==> config.mk <==
export PLATFORM = sky130hd
export DESIGN_NAME = reed_solomon_parity_encoder
export DESIGN_NICKNAME = d
export VERILOG_FILES = /design/src/rtl/core/rspe_pkg.sv /design/src/rtl/core/reed_solomon_parity_encoder.sv /design/src/rtl/core/rspe_cell.sv /design/src/rtl/core/rspe_ctrl.sv
export SDC_FILE = /design/constraint.sdc
export NUM_CORES = 2
export LEC_CHECK = 0
export BUFFER_PORTS_ARGS = -buffer_cell sky130_fd_sc_hd__buf_2
export CAP_MARGIN = 25
export CELL_PAD_IN_SITES_DETAIL_PLACEMENT = 2
export CELL_PAD_IN_SITES_GLOBAL_PLACEMENT = 2
export CORE_ASPECT_RATIO = 0.6
export CORE_MARGIN = 5
export CORE_UTILIZATION = 47
export DETAILED_ROUTE_END_ITERATION = 10
export GPL_TIMING_DRIVEN = 0
export PLACE_DENSITY_LB_ADDON = 0.1
export SYNTH_ARGS = -nofsm -noshare
export SYNTH_HDL_FRONTEND = slang
export SYNTH_HIERARCHICAL = 1
export SYNTH_SLANG_ARGS = --single-unit
export TNS_END_PERCENT = 50
==> constraint.sdc <==
create_clock -name clk -period 11.8 [get_ports clk]
set_input_delay 1.18 -clock clk [delete_from_list [all_inputs] [get_ports clk]]
set_output_delay 1.18 -clock clk [all_outputs]
set_load 0.01 [all_outputs]
==> src/rtl/core/rspe_pkg.sv <==
// Shared types, constants and GF(256) arithmetic for the Reed-Solomon parity encoder.
// No dependencies; every other file of the encoder imports this package.
`default_nettype none
package rspe_pkg;

	localparam int BYTE_W      = 8;
	localparam int CFG_W       = 6;
	localparam int DEF_MAX_PAR = 32;
	localparam int RESET_PAR   = 7;

	// Low byte of the field polynomial x^8+x^4+x^3+x^2+1; the x^8 term is implied.
	localparam logic [BYTE_W-1:0] GF_POLY_LO = 8'h1D;
	localparam logic [BYTE_W-1:0] GF_ONE     = 8'h01;

	// Per-cycle commands broadcast from the controller to every cell.
	typedef struct packed {
		logic build;   // one generator iteration: multiply by (x + root)
		logic clear;   // wipe generator and remainder before a rebuild
		logic advance; // a message byte was accepted
		logic load;    // that byte was the last one: capture parity, clear remainder
		logic shift;   // a parity beat left the output, move the parity row along
	} cell_ctl_t;

	function automatic logic [BYTE_W-1:0] gf_xtime(input logic [BYTE_W-1:0] x);
		gf_xtime = {x[BYTE_W-2:0], 1'b0} ^ (x[BYTE_W-1] ? GF_POLY_LO : '0);
	endfunction

	// Shift-and-add product in GF(256), eight narrow dependent steps.
	function automatic logic [BYTE_W-1:0] gf_mul(input logic [BYTE_W-1:0] a,
	                                             input logic [BYTE_W-1:0] b);
		logic [BYTE_W-1:0] acc;
		logic [BYTE_W-1:0] x;
		acc = '0;
		x   = a;
		for (int k = 0; k < BYTE_W; k++) begin
			if (b[k]) begin
				acc = acc ^ x;
			end
			x = gf_xtime(x);
		end
		gf_mul = acc;
	endfunction

	// Parity count as used: zero means one, anything above the maximum means the maximum.
	function automatic logic [CFG_W-1:0] clamp_count(input logic [CFG_W-1:0] pc,
	                                                 input logic [CFG_W-1:0] max_n);
		if (pc == '0) begin
			clamp_count = CFG_W'(1);
		end else if (pc > max_n) begin
			clamp_count = max_n;
		end else begin
			clamp_count = pc;
		end
	endfunction

endpackage
`default_nettype wire

==> src/rtl/core/reed_solomon_parity_encoder.sv <==
// Top level of the systematic Reed-Solomon parity encoder over GF(256), polynomial 0x11D.
// Depends on rspe_pkg, rspe_ctrl and rspe_cell.
//
//   channel  | direction | beat                      | payload
//   ---------+-----------+---------------------------+---------------------------------
//   s_*      | in        | one message byte          | tdata = data_byte, tlast = last_byte
//   m_*      | out       | one parity byte           | tdata = parity_byte, tlast = last_parity
//   cfg_*    | in        | parity count write        | cfg_data = parity_count
//
// Message bytes are taken one per cycle while s_tready is high; the remainder row of
// cells updates in the same cycle the byte is accepted. On the last byte the updated
// remainder is copied into a parity row, which shifts out one byte per output beat, so
// the next message streams in while the parity of the previous one drains. A last byte
// waits unless the previous parity block is fully delivered or its final beat leaves now.
// After reset, and after every parity count write, the generator is rebuilt one root
// per cycle, during which neither input channel is ready.
`default_nettype none
module reed_solomon_parity_encoder #(
	parameter int MAX_PARITY = rspe_pkg::DEF_MAX_PAR
) (
	input  wire                         clk,
	input  wire                         arst_n,
	// Configuration: the parity count n, 1..MAX_PARITY (zero acts as one).
	input  wire                         cfg_valid,
	output logic                        cfg_ready,
	input  wire [rspe_pkg::CFG_W-1:0]   cfg_data,
	// Message stream.
	input  wire                         s_tvalid,
	output logic                        s_tready,
	input  wire [rspe_pkg::BYTE_W-1:0]  s_tdata,  // [7:0] data_byte
	input  wire                         s_tlast,  // last_byte
	// Parity stream, highest-order remainder byte first.
	output logic                        m_tvalid,
	input  wire                         m_tready,
	output logic [rspe_pkg::BYTE_W-1:0] m_tdata,  // [7:0] parity_byte
	output logic                        m_tlast   // last_parity
);
	import rspe_pkg::*;

	cell_ctl_t         ctl;
	logic [BYTE_W-1:0] root;
	logic [BYTE_W-1:0] feedback;
	logic [BYTE_W-1:0] coef_w [MAX_PARITY];
	logic [BYTE_W-1:0] rem_w  [MAX_PARITY];
	logic [BYTE_W-1:0] par_w  [MAX_PARITY];

	rspe_ctrl #(
		.MAX_PARITY(MAX_PARITY)
	) u_ctrl (
		.clk      (clk),
		.arst_n   (arst_n),
		.cfg_valid(cfg_valid),
		.cfg_ready(cfg_ready),
		.cfg_data (cfg_data),
		.s_tvalid (s_tvalid),
		.s_tready (s_tready),
		.s_tlast  (s_tlast),
		.m_tvalid (m_tvalid),
		.m_tready (m_tready),
		.m_tlast  (m_tlast),
		.ctl      (ctl),
		.root     (root)
	);

	// The feedback is the incoming byte plus the leading remainder byte; it reaches
	// every cell, each of which multiplies it by its own generator coefficient.
	assign feedback = s_tdata ^ rem_w[0];

	// Cell j holds coefficient j+1 of the monic generator and remainder byte j. Cells
	// beyond the active count keep zero coefficients and zero remainders, so the row
	// behaves as an n-byte register without any per-cell enable.
	for (genvar j = 0; j < MAX_PARITY; j++) begin : g_cell
		logic [BYTE_W-1:0] coef_prev;
		logic [BYTE_W-1:0] rem_next;
		logic [BYTE_W-1:0] par_next;

		if (j == 0) begin : g_head
			assign coef_prev = GF_ONE;
		end else begin : g_body
			assign coef_prev = coef_w[j-1];
		end

		if (j == MAX_PARITY - 1) begin : g_tail
			assign rem_next = '0;
			assign par_next = '0;
		end else begin : g_link
			assign rem_next = rem_w[j+1];
			assign par_next = par_w[j+1];
		end

		rspe_cell u_cell (
			.clk      (clk),
			.arst_n   (arst_n),
			.ctl      (ctl),
			.root     (root),
			.feedback (feedback),
			.coef_prev(coef_prev),
			.rem_next (rem_next),
			.par_next (par_next),
			.coef     (coef_w[j]),
			.rem      (rem_w[j]),
			.par      (par_w[j])
		);
	end

	// The head of the parity row is the output register.
	assign m_tdata = par_w[0];

endmodule
`default_nettype wire

==> src/rtl/core/rspe_cell.sv <==
// One cell of the encoder row: a generator coefficient, a remainder byte and a parity byte.
// Depends on rspe_pkg for the command struct and the GF(256) multiplier.
`default_nettype none
module rspe_cell (
	input  wire                         clk,
	input  wire                         arst_n,
	input  rspe_pkg::cell_ctl_t         ctl,
	input  wire [rspe_pkg::BYTE_W-1:0]  root,
	input  wire [rspe_pkg::BYTE_W-1:0]  feedback,
	input  wire [rspe_pkg::BYTE_W-1:0]  coef_prev,
	input  wire [rspe_pkg::BYTE_W-1:0]  rem_next,
	input  wire [rspe_pkg::BYTE_W-1:0]  par_next,
	output logic [rspe_pkg::BYTE_W-1:0] coef,
	output logic [rspe_pkg::BYTE_W-1:0] rem,
	output logic [rspe_pkg::BYTE_W-1:0] par
);
	import rspe_pkg::*;

	logic [BYTE_W-1:0] coef_q;
	logic [BYTE_W-1:0] rem_q;
	logic [BYTE_W-1:0] par_q;
	logic [BYTE_W-1:0] mul_a;
	logic [BYTE_W-1:0] mul_b;
	logic [BYTE_W-1:0] prod;
	logic [BYTE_W-1:0] rem_upd;

	// The multiplier is shared: the generator build uses it while the block is idle.
	always_comb begin
		mul_a   = ctl.build ? coef_prev : coef_q;
		mul_b   = ctl.build ? root : feedback;
		prod    = gf_mul(mul_a, mul_b);
		rem_upd = rem_next ^ prod;
	end

	always_ff @(posedge clk or negedge arst_n) begin
		if (!arst_n) begin
			coef_q <= '0;
			rem_q  <= '0;
		end else begin
			if (ctl.clear) begin
				coef_q <= '0;
				rem_q  <= '0;
			end else begin
				if (ctl.build) begin
					coef_q <= coef_q ^ prod;
				end
				if (ctl.advance) begin
					rem_q <= ctl.load ? '0 : rem_upd;
				end
			end
		end
	end

	always_ff @(posedge clk or negedge arst_n) begin
		if (!arst_n) begin
			par_q <= '0;
		end else if (ctl.load) begin
			par_q <= rem_upd;
		end else if (ctl.shift) begin
			par_q <= par_next;
		end
	end

	assign coef = coef_q;
	assign rem  = rem_q;
	assign par  = par_q;

endmodule
`default_nettype wire

==> src/rtl/core/rspe_ctrl.sv <==
// Controller of the encoder: generator build sequencing, parity beat count and handshakes.
// Depends on rspe_pkg for the command struct, the field helpers and the count clamp.
`default_nettype none
module rspe_ctrl #(
	parameter int MAX_PARITY = rspe_pkg::DEF_MAX_PAR
) (
	input  wire                         clk,
	input  wire                         arst_n,
	input  wire                         cfg_valid,
	output logic                        cfg_ready,
	input  wire [rspe_pkg::CFG_W-1:0]   cfg_data,
	input  wire                         s_tvalid,
	output logic                        s_tready,
	input  wire                         s_tlast,
	output logic                        m_tvalid,
	input  wire                         m_tready,
	output logic                        m_tlast,
	output rspe_pkg::cell_ctl_t         ctl,
	output logic [rspe_pkg::BYTE_W-1:0] root
);
	import rspe_pkg::*;

	localparam int CW = $clog2(MAX_PARITY + 1);
	localparam int RESET_EFF = (RESET_PAR > MAX_PARITY) ? MAX_PARITY : RESET_PAR;
	localparam logic [CFG_W-1:0] MAX_N = CFG_W'(MAX_PARITY);
	localparam logic [CW-1:0]    RST_N = CW'(RESET_EFF);

	logic [CW-1:0]     n_q;
	logic [CW-1:0]     bld_cnt_q;
	logic [CW-1:0]     out_cnt_q;
	logic [BYTE_W-1:0] root_q;
	logic [CW-1:0]     n_new;
	logic              building;
	logic              cfg_acc;
	logic              in_acc;
	logic              out_acc;
	logic              buf_free;

	always_comb begin
		n_new    = CW'(clamp_count(cfg_data, MAX_N));
		building = (bld_cnt_q != '0);
		cfg_acc  = cfg_valid && cfg_ready;
		out_acc  = m_tvalid && m_tready;
		// The parity row can take a new block if empty or its final beat leaves now.
		buf_free = (out_cnt_q == '0) || ((out_cnt_q == CW'(1)) && m_tready);
		in_acc   = s_tvalid && s_tready;
	end

	always_comb begin
		cfg_ready   = !building;
		s_tready    = !building && (!s_tlast || buf_free);
		m_tvalid    = (out_cnt_q != '0);
		m_tlast     = (out_cnt_q == CW'(1));
		ctl.build   = building;
		ctl.clear   = cfg_acc;
		ctl.advance = in_acc;
		ctl.load    = in_acc && s_tlast;
		ctl.shift   = out_acc;
		root        = root_q;
	end

	always_ff @(posedge clk or negedge arst_n) begin
		if (!arst_n) begin
			n_q       <= RST_N;
			bld_cnt_q <= RST_N;
			root_q    <= GF_ONE;
		end else if (cfg_acc) begin
			n_q       <= n_new;
			bld_cnt_q <= n_new;
			root_q    <= GF_ONE;
		end else if (building) begin
			bld_cnt_q <= bld_cnt_q - CW'(1);
			root_q    <= gf_xtime(root_q);
		end
	end

	always_ff @(posedge clk or negedge arst_n) begin
		if (!arst_n) begin
			out_cnt_q <= '0;
		end else if (ctl.load) begin
			out_cnt_q <= n_q;
		end else if (out_acc) begin
			out_cnt_q <= out_cnt_q - CW'(1);
		end
	end

endmodule
`default_nettype wire

==> run metrics <==
status completed; largest area contributor in the netlist dfrtp_1; drt total wl 484000 um; maximum clock insertion buffer count 3; drt wl/cell 33.0 um; register area share after synthesis 0.187; Clock Latency Late Sink around 0.76 ns; I/O Buffers 31; Die W 625 um; Num CTS Buffers between 90 and 100; Critical Path RT 12.46 ns; die area 237000 um^2; vias in the first global route ~100k; CP startpoint kind register; Mapped Avg Cell Area between 9 and 10 um^2; DP HPWL 342000 um; fin. max-slew vios 0; final setup violating endpoints 0; maxcap violations 0; clk_skew 0.0442 ns; Die Height 379 um; WP data arrival 7.15 ns; synth top area cells dfrtp_1 (18%), xnor3_1 (13%), xnor2_1 (12%); Worst slew margin 0.265; slowest stage delay, CP 0.82 ns; Core ar. 225000 um^2; Remaining DRCs 0; Fmax achieved 154 MHz; largest net degree at the start of global routing about 120; Multi-input gate area roughly 80000 um^2; initial antenna violation count 11; Crit Path Category reg2reg; clk slew on worst S/H paths 0.07 ns; Post-DRT Antenna Nets 0; nets@finish 11600; Yosys cell types 60; part of the cycle the worst path needs 0.550; fill cell count roughly 24000; Initial Utilization 0.472; CTS tree yes; Sequential cell area 19900 um^2; FF+latch count, synth between 700 and 800; synthesized area 106000 um^2; layout cells sized above 1 0.136; CP cell instances inv_1 -> ha_1 -> and3_1 -> buf_2 -> inv_1 -> buf_1 -> buf_4 -> buf_16 -> buf_6 -> buf_6 -> mux2i_1 -> clkbuf_1 -> nor3_1 -> a2111oi_1 -> nor2_1 -> xnor3_1 -> o21ai_0; final hold vios 0; area growth from synthesis to layout 8.66%; commonest non-fill, non-tap cells in the layout xnor2_1 (1512), nor2_1 (1320), xor2_1 (864); Ys Warns 6; clock sink total roughly 790; critical path fanouts, max 20; io pins 32; Via Count 96600; most common cell after layout, fill and taps aside xnor2_1; asr flop ratio synth 1.00; RSZ-0062 raised after global routing false; GPL Wtd Cong 0.899; post-synth top area share 0.185; Worst setup EP type register; # hold bufs at CTS 0; Via density 6.59; CTS H-tree depth 3; Setup TNS 0 ns; Slew @ Worst Pin 1.07 ns; grt ovf 0; Total GRT Usage 0.395; post_cts resized 0; number of synthesized flops with an enable pin 0; Top FF cell, synth dfrtp_1; slowest CP cell a2111oi_1; DRT Pass-1 Iters 5; setup fix buffers added after clock tree synthesis 0; worst hold path class in2async; DRT iter0 DRCs 10300; fin crit period 6.49 ns; Cell Rows around 140; root buffer cell clkbuf_16; Gate Count Post-Synth 11300; first-pass GRT wire length 715000 um
## per-stage QoR
| step | worst slack, ns | utilization | hold WS [ns] | std cells | instance area [um^2] |
|---|---|---|---|---|---|
| after global routing | 5.18 | 0.513 | 0.411 | 14600 | 116000 |
| after CTS | 5.58 | 0.513 | 0.400 | 14600 | 116000 |
| final | 5.31 | 0.513 | 0.369 | 14600 | 116000 |
| after floorplan | 5.18 | - | 0.433 | 11400 | 107000 |
| after global placement | -8.94 | 0.490 | 0.450 | 14400 | 111000 |
| after detailed placement | 5.83 | 0.498 | 0.479 | 14500 | 112000 |
## final timing paths
path / to / cells past startpoint / start / slack [ns]
worst max register to register: g_cell[4].u_cell/rem[4] / 17 / u_ctrl/bld_cnt_q[0] / 5.31
worst max-delay path: g_cell[4].u_cell/rem[4] / 17 / u_ctrl/bld_cnt_q[0] / 5.31
min in group clk: g_cell[10].u_cell/rem[4] / 2 / g_cell[10].u_cell/rem[4] / 0.50
worst min-delay path: g_cell[2].u_cell/coef[5] / 1 / arst_n / 0.37
worst min register to register: g_cell[10].u_cell/rem[4] / 2 / g_cell[10].u_cell/rem[4] / 0.50
max in group asynchronous: g_cell[17].u_cell/coef[7] / 4 / arst_n / 9.08
## state kept, by name (all words and copies together), names as in the netlist
name	cells
g_cell.u_cell/rem	256
g_cell.u_cell/coef	256
g_cell.u_cell/par	256
u_ctrl/n_q	6
u_ctrl/bld_cnt_q	6
u_ctrl/root	8
u_ctrl/out_cnt_q	6
## critical path: cells and delay by family, from the launching register on
family                   cells  cell delay [ns]
AND/OR/NAND/NOR              3             0.69
flip-flops                   1             0.56
XOR/XNOR                     1             0.49
adder cells (fa/ha/maj)      1             0.24
AO/OA/AOI/OAI                2             1.03
multiplexers                 1             0.44
buffers and inverters        9             2.89
## cell families after synthesis
group	synth area share
other	0.0000705
adders and majority gates	0.000470
muxes	0.129
buffers and inverters	0.0591
AOI/OAI and AO/OA	0.138
DFF	0.187
xor gates and xnor gates	0.350
and+or+nand+nor	0.137
## cell usage after synthesis (33+ instances only)
| cell type | n |
|---|---|
| xnor2_1 | 1512 |
| nor2_1 | 1320 |
| xor2_1 | 872 |
| dfrtp_1 | 787 |
| nand2_1 | 726 |
| mux2i_1 | 675 |
| xnor3_1 | 608 |
| a21oi_1 | 486 |
| o21ai_0 | 458 |
| nor2b_1 | 321 |
| nand3_1 | 291 |
| clkbuf_1 | 290 |
| a32oi_1 | 288 |
| buf_6 | 256 |
| mux2_2 | 231 |
| nand2b_1 | 194 |
| buf_4 | 164 |
| a211oi_1 | 161 |
| a22o_1 | 161 |
| buf_2 | 161 |
| a21o_1 | 160 |
| mux2i_4 | 160 |
| nor3_1 | 99 |
| a2111oi_0 | 64 |
| a31o_2 | 64 |
| or3_1 | 64 |
| inv_1 | 42 |
| nor3b_1 | 34 |
| and2_1 | 33 |
| and3_1 | 33 |
## cell type report
class / count / area share
diodes: 3 / 0.0000649
plain buffers: 873 / 0.0521
clock buffers: 121 / 0.0224
clock inverters: 53 / 0.00590
inverters: 74 / 0.00240
multi-input cells: 9611 / 0.696
flip-flops and latches: 794 / 0.172
well taps: 3014 / 0.0326
repair buffers: 102 / 0.0160
## layer usage
| metal | share of wire | track usage |
|---|---|---|
| met1 | 0.44 | 0.559 |
| met2 | 0.44 | 0.608 |
| met3 | 0.089 | 0.0722 |
| met4 | 0.038 | 0.130 |
| met5 | 0.000099 | 0 |
Power is left out: the tool's default activity adds up to more than one toggle a clock period on the data nets, which glitch-free logic cannot reach.
